File: src/rtl/core/brsr_pkg.sv
`timescale 1ns / 1ps
// shared types and constants for the bad sector remap table
package brsr_pkg;

	localparam int MAX_ENTRIES = 32;
	localparam int SECTOR_W = 32;
	localparam int COUNT_W = 6;
	localparam int SEQ_W = 64;

	typedef enum logic [2:0] {
		ST_OK        = 3'd0,
		ST_INVALID   = 3'd1,
		ST_FULL      = 3'd2,
		ST_CONFLICT  = 3'd3,
		ST_NOT_FOUND = 3'd4
	} status_t;

	typedef enum logic {
		CMD_LOOKUP = 1'b0,
		CMD_ADD    = 1'b1
	} cmd_t;

	typedef enum logic [1:0] {
		S_IDLE,
		S_SCAN,
		S_DONE
	} state_t;

	typedef struct packed {
		logic [SECTOR_W-1:0] bad;
		logic [SECTOR_W-1:0] repl;
	} entry_t;

endpackage

File: src/rtl/core/brsr_if.sv
`timescale 1ns / 1ps
// request and response channel interfaces for the remap table
interface brsr_req_if;
	logic                          valid;
	logic                          ready;
	logic                          cmd;
	logic [brsr_pkg::SECTOR_W-1:0] bad_in;
	logic [brsr_pkg::SECTOR_W-1:0] replacement_in;

	modport source (output valid, output cmd, output bad_in, output replacement_in,
		input ready);
	modport sink (input valid, input cmd, input bad_in, input replacement_in,
		output ready);
endinterface

interface brsr_rsp_if;
	logic                          valid;
	logic                          ready;
	logic [2:0]                    status;
	logic [brsr_pkg::SECTOR_W-1:0] replacement_out;
	logic [brsr_pkg::COUNT_W-1:0]  count_out;
	logic [brsr_pkg::SEQ_W-1:0]    sequence_out;

	modport source (output valid, output status, output replacement_out,
		output count_out, output sequence_out, input ready);
	modport sink (input valid, input status, input replacement_out,
		input count_out, input sequence_out, output ready);
endinterface

File: src/rtl/core/brsr_mem.sv
`timescale 1ns / 1ps
// entry memory: one write port, one read port with registered read data
module brsr_mem #(
	parameter int DEPTH = brsr_pkg::MAX_ENTRIES,
	parameter int IDX_W = (DEPTH > 1) ? $clog2(DEPTH) : 1
) (
	input  logic              clk,
	input  logic              we,
	input  logic [IDX_W-1:0]  waddr,
	input  brsr_pkg::entry_t  wdata,
	input  logic              re,
	input  logic [IDX_W-1:0]  raddr,
	output brsr_pkg::entry_t  rdata
);

	brsr_pkg::entry_t mem [DEPTH];

	always_ff @(posedge clk) begin
		if (we) begin
			mem[waddr] <= wdata;
		end
		if (re) begin
			rdata <= mem[raddr];
		end
	end

endmodule

File: src/rtl/core/bad_sector_remap_table.sv
`timescale 1ns / 1ps
// bad sector remap table: sequential scan over the entry memory
// throughput: one item at a time; the single-port read of the entry memory sets the
//   scan at one entry per cycle
// reset: entry count zero, sequence one, no response pending; memory contents are
//   never read at or above the entry count, so they need no clearing
module bad_sector_remap_table #(
	parameter int MAX_ENTRIES = brsr_pkg::MAX_ENTRIES
) (
	input  logic       clk,
	input  logic       arst_n,
	brsr_req_if.sink   req,
	brsr_rsp_if.source rsp
);

	localparam int IDX_W = (MAX_ENTRIES > 1) ? $clog2(MAX_ENTRIES) : 1;
	localparam int CNT_W = $clog2(MAX_ENTRIES + 1);
	localparam logic [CNT_W-1:0] CNT_MAX = CNT_W'(MAX_ENTRIES);

	brsr_pkg::state_t state_q, state_d;

	// request held during the scan
	logic                          cmd_q;
	logic [brsr_pkg::SECTOR_W-1:0] bad_q;
	logic [brsr_pkg::SECTOR_W-1:0] repl_q;

	logic [CNT_W-1:0]              total_q;
	logic [brsr_pkg::SEQ_W-1:0]    seq_q;
	logic [CNT_W-1:0]              addr_q;
	logic                          rd_vld_s1;

	brsr_pkg::status_t             res_status_q, res_status_d;
	logic [brsr_pkg::SECTOR_W-1:0] res_repl_q, res_repl_d;
	logic                          res_load;

	logic                          rsp_vld_q;
	brsr_pkg::status_t             rsp_status_q;
	logic [brsr_pkg::SECTOR_W-1:0] rsp_repl_q;
	logic [brsr_pkg::COUNT_W-1:0]  rsp_count_q;
	logic [brsr_pkg::SEQ_W-1:0]    rsp_seq_q;

	brsr_pkg::entry_t              rdata;
	brsr_pkg::entry_t              wdata;
	logic                          issue;
	logic                          hit;
	logic                          mem_we;
	logic                          accept;
	logic                          out_free;

	assign accept   = req.valid && req.ready;
	assign out_free = !rsp_vld_q || rsp.ready;
	assign issue    = (state_q == brsr_pkg::S_SCAN) && (addr_q < total_q);
	assign wdata    = '{bad: bad_q, repl: repl_q};

	always_comb begin
		if (cmd_q == brsr_pkg::CMD_ADD) begin
			hit = (rdata.bad == bad_q) || (rdata.repl == bad_q) ||
				(rdata.bad == repl_q) || (rdata.repl == repl_q);
		end else begin
			hit = (rdata.bad == bad_q);
		end
	end

	brsr_mem #(
		.DEPTH (MAX_ENTRIES),
		.IDX_W (IDX_W)
	) u_mem (
		.clk   (clk),
		.we    (mem_we),
		.waddr (total_q[IDX_W-1:0]),
		.wdata (wdata),
		.re    (issue),
		.raddr (addr_q[IDX_W-1:0]),
		.rdata (rdata)
	);

	always_comb begin
		state_d      = state_q;
		res_load     = 1'b0;
		res_status_d = brsr_pkg::ST_OK;
		res_repl_d   = '0;
		mem_we       = 1'b0;
		req.ready    = 1'b0;
		unique case (state_q)
			brsr_pkg::S_IDLE: begin
				req.ready = 1'b1;
				if (req.valid) begin
					if (req.cmd == brsr_pkg::CMD_ADD) begin
						if (req.bad_in == '0 || req.replacement_in == '0 ||
							req.bad_in == req.replacement_in) begin
							res_load     = 1'b1;
							res_status_d = brsr_pkg::ST_INVALID;
							state_d      = brsr_pkg::S_DONE;
						end else if (total_q >= CNT_MAX) begin
							res_load     = 1'b1;
							res_status_d = brsr_pkg::ST_FULL;
							state_d      = brsr_pkg::S_DONE;
						end else begin
							state_d = brsr_pkg::S_SCAN;
						end
					end else if (req.bad_in == '0) begin
						res_load     = 1'b1;
						res_status_d = brsr_pkg::ST_NOT_FOUND;
						state_d      = brsr_pkg::S_DONE;
					end else begin
						state_d = brsr_pkg::S_SCAN;
					end
				end
			end
			brsr_pkg::S_SCAN: begin
				if (rd_vld_s1 && hit) begin
					res_load = 1'b1;
					state_d  = brsr_pkg::S_DONE;
					if (cmd_q == brsr_pkg::CMD_ADD) begin
						res_status_d = brsr_pkg::ST_CONFLICT;
					end else begin
						res_status_d = brsr_pkg::ST_OK;
						res_repl_d   = rdata.repl;
					end
				end else if (!issue && !rd_vld_s1) begin
					// scan ran out without a match
					res_load = 1'b1;
					state_d  = brsr_pkg::S_DONE;
					if (cmd_q == brsr_pkg::CMD_ADD) begin
						mem_we       = 1'b1;
						res_status_d = brsr_pkg::ST_OK;
					end else begin
						res_status_d = brsr_pkg::ST_NOT_FOUND;
					end
				end
			end
			brsr_pkg::S_DONE: begin
				if (out_free) begin
					state_d = brsr_pkg::S_IDLE;
				end
			end
			default: begin
				state_d = brsr_pkg::S_IDLE;
			end
		endcase
	end

	always_ff @(posedge clk or negedge arst_n) begin
		if (!arst_n) begin
			state_q   <= brsr_pkg::S_IDLE;
			total_q   <= '0;
			seq_q     <= brsr_pkg::SEQ_W'(1);
			addr_q    <= '0;
			rd_vld_s1 <= 1'b0;
			rsp_vld_q <= 1'b0;
		end else begin
			state_q <= state_d;
			if (mem_we) begin
				total_q <= total_q + CNT_W'(1);
				seq_q   <= seq_q + brsr_pkg::SEQ_W'(1);
			end
			if (accept) begin
				addr_q <= '0;
			end else if (issue) begin
				addr_q <= addr_q + CNT_W'(1);
			end
			rd_vld_s1 <= issue && (state_d == brsr_pkg::S_SCAN);
			if (state_q == brsr_pkg::S_DONE && out_free) begin
				rsp_vld_q <= 1'b1;
			end else if (rsp.ready) begin
				rsp_vld_q <= 1'b0;
			end
		end
	end

	always_ff @(posedge clk) begin
		if (accept) begin
			cmd_q  <= req.cmd;
			bad_q  <= req.bad_in;
			repl_q <= req.replacement_in;
		end
		if (res_load) begin
			res_status_q <= res_status_d;
			res_repl_q   <= res_repl_d;
		end
		if (state_q == brsr_pkg::S_DONE && out_free) begin
			rsp_status_q <= res_status_q;
			rsp_repl_q   <= res_repl_q;
			rsp_count_q  <= brsr_pkg::COUNT_W'(total_q);
			rsp_seq_q    <= seq_q;
		end
	end

	// count and sequence are captured with the response, the next item may add meanwhile
	assign rsp.valid           = rsp_vld_q;
	assign rsp.status          = rsp_status_q;
	assign rsp.replacement_out = rsp_repl_q;
	assign rsp.count_out       = rsp_count_q;
	assign rsp.sequence_out    = rsp_seq_q;

endmodule
File: src/flat_wrapper.sv
// flat-port wrapper written by rule: the top's interface ports become plain ports
module bad_sector_remap_table_flat 
#(
	parameter int MAX_ENTRIES = brsr_pkg::MAX_ENTRIES
)
  (clk, arst_n, req_valid, req_cmd, req_bad_in, req_replacement_in, req_ready, rsp_valid, rsp_status, rsp_replacement_out, rsp_count_out, rsp_sequence_out, rsp_ready);
  brsr_req_if req_i ();
  brsr_rsp_if rsp_i ();
  input  logic clk;
  input  logic arst_n;
  input wire logic [$bits(req_i.valid)-1:0] req_valid;
  input wire logic [$bits(req_i.cmd)-1:0] req_cmd;
  input wire logic [$bits(req_i.bad_in)-1:0] req_bad_in;
  input wire logic [$bits(req_i.replacement_in)-1:0] req_replacement_in;
  output wire logic [$bits(req_i.ready)-1:0] req_ready;
  output wire logic [$bits(rsp_i.valid)-1:0] rsp_valid;
  output wire logic [$bits(rsp_i.status)-1:0] rsp_status;
  output wire logic [$bits(rsp_i.replacement_out)-1:0] rsp_replacement_out;
  output wire logic [$bits(rsp_i.count_out)-1:0] rsp_count_out;
  output wire logic [$bits(rsp_i.sequence_out)-1:0] rsp_sequence_out;
  input wire logic [$bits(rsp_i.ready)-1:0] rsp_ready;
  assign req_i.valid = req_valid;
  assign req_i.cmd = req_cmd;
  assign req_i.bad_in = req_bad_in;
  assign req_i.replacement_in = req_replacement_in;
  assign req_ready = req_i.ready;
  assign rsp_valid = rsp_i.valid;
  assign rsp_status = rsp_i.status;
  assign rsp_replacement_out = rsp_i.replacement_out;
  assign rsp_count_out = rsp_i.count_out;
  assign rsp_sequence_out = rsp_i.sequence_out;
  assign rsp_i.ready = rsp_ready;
  bad_sector_remap_table #(.MAX_ENTRIES(MAX_ENTRIES)) u_core (.clk(clk), .arst_n(arst_n), .req(req_i), .rsp(rsp_i));
endmodule
File: config.mk
export PLATFORM = sky130hd
export DESIGN_NAME = bad_sector_remap_table_flat
export DESIGN_NICKNAME = d
export VERILOG_FILES = /design/src/rtl/core/brsr_pkg.sv /design/src/rtl/core/brsr_if.sv /design/src/rtl/core/brsr_mem.sv /design/src/rtl/core/bad_sector_remap_table.sv /design/src/flat_wrapper.sv
export SDC_FILE = /design/constraint.sdc
export NUM_CORES = 2
export LEC_CHECK = 0
export BUFFER_PORTS_ARGS = -buffer_cell sky130_fd_sc_hd__buf_2
export CELL_PAD_IN_SITES_DETAIL_PLACEMENT = 1
export CELL_PAD_IN_SITES_GLOBAL_PLACEMENT = 1
export CORE_MARGIN = 1.5
export CORE_UTILIZATION = 35
export CTS_BUF_LIST = sky130_fd_sc_hd__clkbuf_2 sky130_fd_sc_hd__clkbuf_4 sky130_fd_sc_hd__clkbuf_8
export DETAILED_ROUTE_END_ITERATION = 6
export PLACE_DENSITY_LB_ADDON = 0.1
export SYNTH_ARGS = -nofsm -noshare
export SYNTH_HDL_FRONTEND = slang
export SYNTH_HIERARCHICAL = 1
export SYNTH_SLANG_ARGS = --single-unit
File: constraint.sdc
create_clock -name clk -period 6.2 [get_ports clk]
set_input_delay 1.86 -clock clk [delete_from_list [all_inputs] [get_ports clk]]
set_output_delay 1.86 -clock clk [all_outputs]
set_load 0.005 [all_outputs]
==> flow_summary_export.csv <==
group,metric,value,unit
outcome,status,"finished clean",
timing,fmax,210.2,MHz
cts,clkSinkCount,2397,
cells_and_area,ff_latch_area,0.07160,mm²
timing,final_hold_viol_count,0,
timing,slew_headroom,16.47,%
timing,period_share,76.73,%
cts,ctsHoldBuffers,0,
cts,clk_pin_slew,0.06,ns
setup_path,cp_max_fo,34,
setup_path,path_buf_inv,2,
setup_path,criticalPathCategory,"reg2reg",
die,die-area,0.2655,mm²
cts,cts_max_path_buffers,4,
die,core_area,0.2602,mm²
drt,routed_wl,287600,µm
grt,antenna_found_initial,23,
setup_path,cp.arrival,5.42,ns
grt,grt-ovfl-total,0,
placement,post-dp-hpwl,158000,µm
setup_path,cp.required,6.86,ns
die,die_x,515.2,µm
drt,postRouteAntennaNets,0,
cells_and_area,syn2layout_area_growth,15.87,%
setup_path,crit_chain,"ha_1 -> nand3_1 -> a211oi_1 -> a21o_1 -> and2_1 -> buf_4 -> nand3b_1 -> nor2_4 -> buf_12",
power,leakage,33.26,nW
die,fp-row-count,187,
drt,post_drt_via_cell_ratio,5.331,
grt,grt_max_degree,110,
setup_path,endpoint_kind,"register",
cts,cts_inserted_buffers,414,
setup_path,cp-start-kind,"register",
cts,h-tree-depth,5,
timing,skew,0.07408,ns
setup_path,crit_slowest_cell,"nor2_4",
timing,fin_crit,4.757,ns
timing,worst_pin_slew,1.253,ns
setup_path,cpPeakStageDelay,1.18,ns
grt,grt_usage,21.73,%
cells_and_area,multi_input_area,0.01965,mm²
power,ir_drop,0.3199,mV
placement,dp.cells,7639,
cts,ctsRootBufferMaster,"clkbuf_8",
synthesis,syn_area_per_cell,23.20,µm²
synthesis,seq_area_frac_synth,77.94,%
grt,grt_pass1_vias,47530,
synthesis,synth_warnings,6,
synthesis,ys_seq_elements,2397,
synthesis,synth_edf_count,2317,
cells_and_area,final_common_cell,"edfxtp_1",
placement,preCtsSetupSlack,0.9338,ns
drt,firstDrtPassIters,5,
placement,place_congestion,0.7696,
cts,cts_tree,"built",
cts,cts.repair.resized,0,
job,maxCapViolCount,0,
die,die_h,515.2,µm
grt,grt_pass1_wl,397300,µm
power,powerDensity,381.2,mW/mm²
worst_hold_path,min_path_type,"reg2reg",
placement,dpl_cell_area,0.09852,mm²
cts,clock_latency,1.03,ns
die,num_io_pins,176,
drt,drc,0,
synthesis,synth_flop_cell,"edfxtp_1",
cells_and_area,nFillCells,24450,
die,initial_utilization,35.30,%
setup_path,crit_family,"simple AND/OR/NAND/NOR gates",
timing,final_max_slew_viol_count,0,
synthesis,synthDistinctLibCells,53,
cells_and_area,layout.cells.non_filler,8385,
timing,rsz0062_at_grt,"false",
synthesis,syn-cell-area,0.09184,mm²
drt,drt-wirelength-per-cell,34.30,µm
drt,drt_iter0_drc,4102,
timing,setup_tns,0,ns
cells_and_area,fin_nets,4637,
drt,vias,44700,
synthesis,syn_inst,3958,
cells_and_area,mostFrequentLayoutCells,"edfxtp_1, mux4_2, clkbuf_8, buf_2, xor2_1",
cells_and_area,drive_gt1_share,35.12,%
power,power,40.56,mW
timing,setup_viol,0,
synthesis,syn_nets,4036,
timing,fin_ws,1.443,ns
placement,port-buffer-count,175,
synthesis,async_flop_share,3.338,%
cells_and_area,design_area,0.1064,mm²
cts,post_cts_buffers,0,
## area by class of cell
type	instances	area share, %
Clock inverter	180	1.005
Sequential cell	2397	67.29
Inverter	28	0.09877
Antenna cell	11	0.02587
Timing Repair Buffer	352	2.627
Tap cell	3496	4.111
Multi-Input combinational cell	1366	18.47
Clock buffer	555	6.379
## sequential cells by signal, indices dropped and copies added, names as in the netlist, 32 cells and up
register / flops
u_core/rsp.sequence_out: 64
u_core/res_repl_q: 32
u_core/bad_q: 32
u_core/repl_q: 32
u_core/seq_q: 64
u_core/u_mem/mem: 2048
u_core/u_mem/rdata: 64
u_core/rsp.replacement_out: 32
## Yosys cell counts, types with 5 or more instances
library cell,number,share of area [%]
mux2_2,75,0.92
nor4_1,47,0.32
buf_1,15,0.061
clkbuf_1,68,0.28
mux2i_1,39,0.43
mux4_2,602,15
nand2_1,29,0.12
inv_1,27,0.11
nand3_1,22,0.12
xnor2_1,90,0.86
xor2_1,143,1.4
nor3_1,22,0.12
nand2b_1,6,0.041
o22ai_1,12,0.082
and2_1,39,0.27
edfxtp_1,2317,76
a211oi_1,5,0.041
a221oi_1,13,0.12
nor2_1,86,0.35
nand4_1,43,0.29
nor2b_1,6,0.041
and3_1,9,0.061
ha_1,9,0.12
o21ai_0,12,0.065
buf_4,14,0.11
nand3b_1,5,0.041
dfrtp_1,79,2.2
buf_2,67,0.37
## stage by stage
stage,hold WS (ns),util (%)
6_report,0.4229,40.90
5_1_grt,0.4365,40.89
4_1_cts,0.4272,40.89
3_5_place_dp,0.4123,37.87
3_3_place_gp,0.4086,37.87
2_1_floorplan,0.4003,-
## routing by layer
layer	GRT usage (%)	wire length (µm)
met1	29.82	124900
met2	36.33	142600
met3	3.040	12780
met4	5.606	7320
met5	0	0
## path summary, 6_finish.rpt
kind                       cells past startpoint             startpoint  slack (ns)                             end
hold reg to reg                                0  u_core/res_repl_q[20]        0.42  u_core/rsp.replacement_out[20]
hold / removal                                 0  u_core/res_repl_q[20]        0.42  u_core/rsp.replacement_out[20]
setup / recovery                               9       u_core/addr_q[3]        1.44         u_core/u_mem/mem[9][23]
min in group asynchronous                      1                 arst_n        0.91                u_core/seq_q[50]
max in group asynchronous                      2                 arst_n        4.27                u_core/rsp.valid
setup reg to reg                               9       u_core/addr_q[3]        1.44         u_core/u_mem/mem[9][23]
## report_power, final
part / switching [mW] / internal, mW
registers: 0.735 / 19.2
clock network: 6.54 / 7.40
logic: 3.95 / 2.75
## cell families (layout without fill, tap and decap cells)
kind of cell | after synthesis | in the layout | synth area share [%]
xor gates and xnor gates | 233 | 233 | 2.222
AOI/OAI and AO/OA | 74 | 74 | 0.5981
buffers and inverters | 195 | 1115 | 0.9700
other | 0 | 11 | 0
adders and majority gates | 9 | 9 | 0.1226
and+or+nand+nor | 334 | 334 | 2.037
DFF | 2397 | 2397 | 77.94
muxes | 716 | 716 | 16.11
Power figures use the tool's default switching activity.
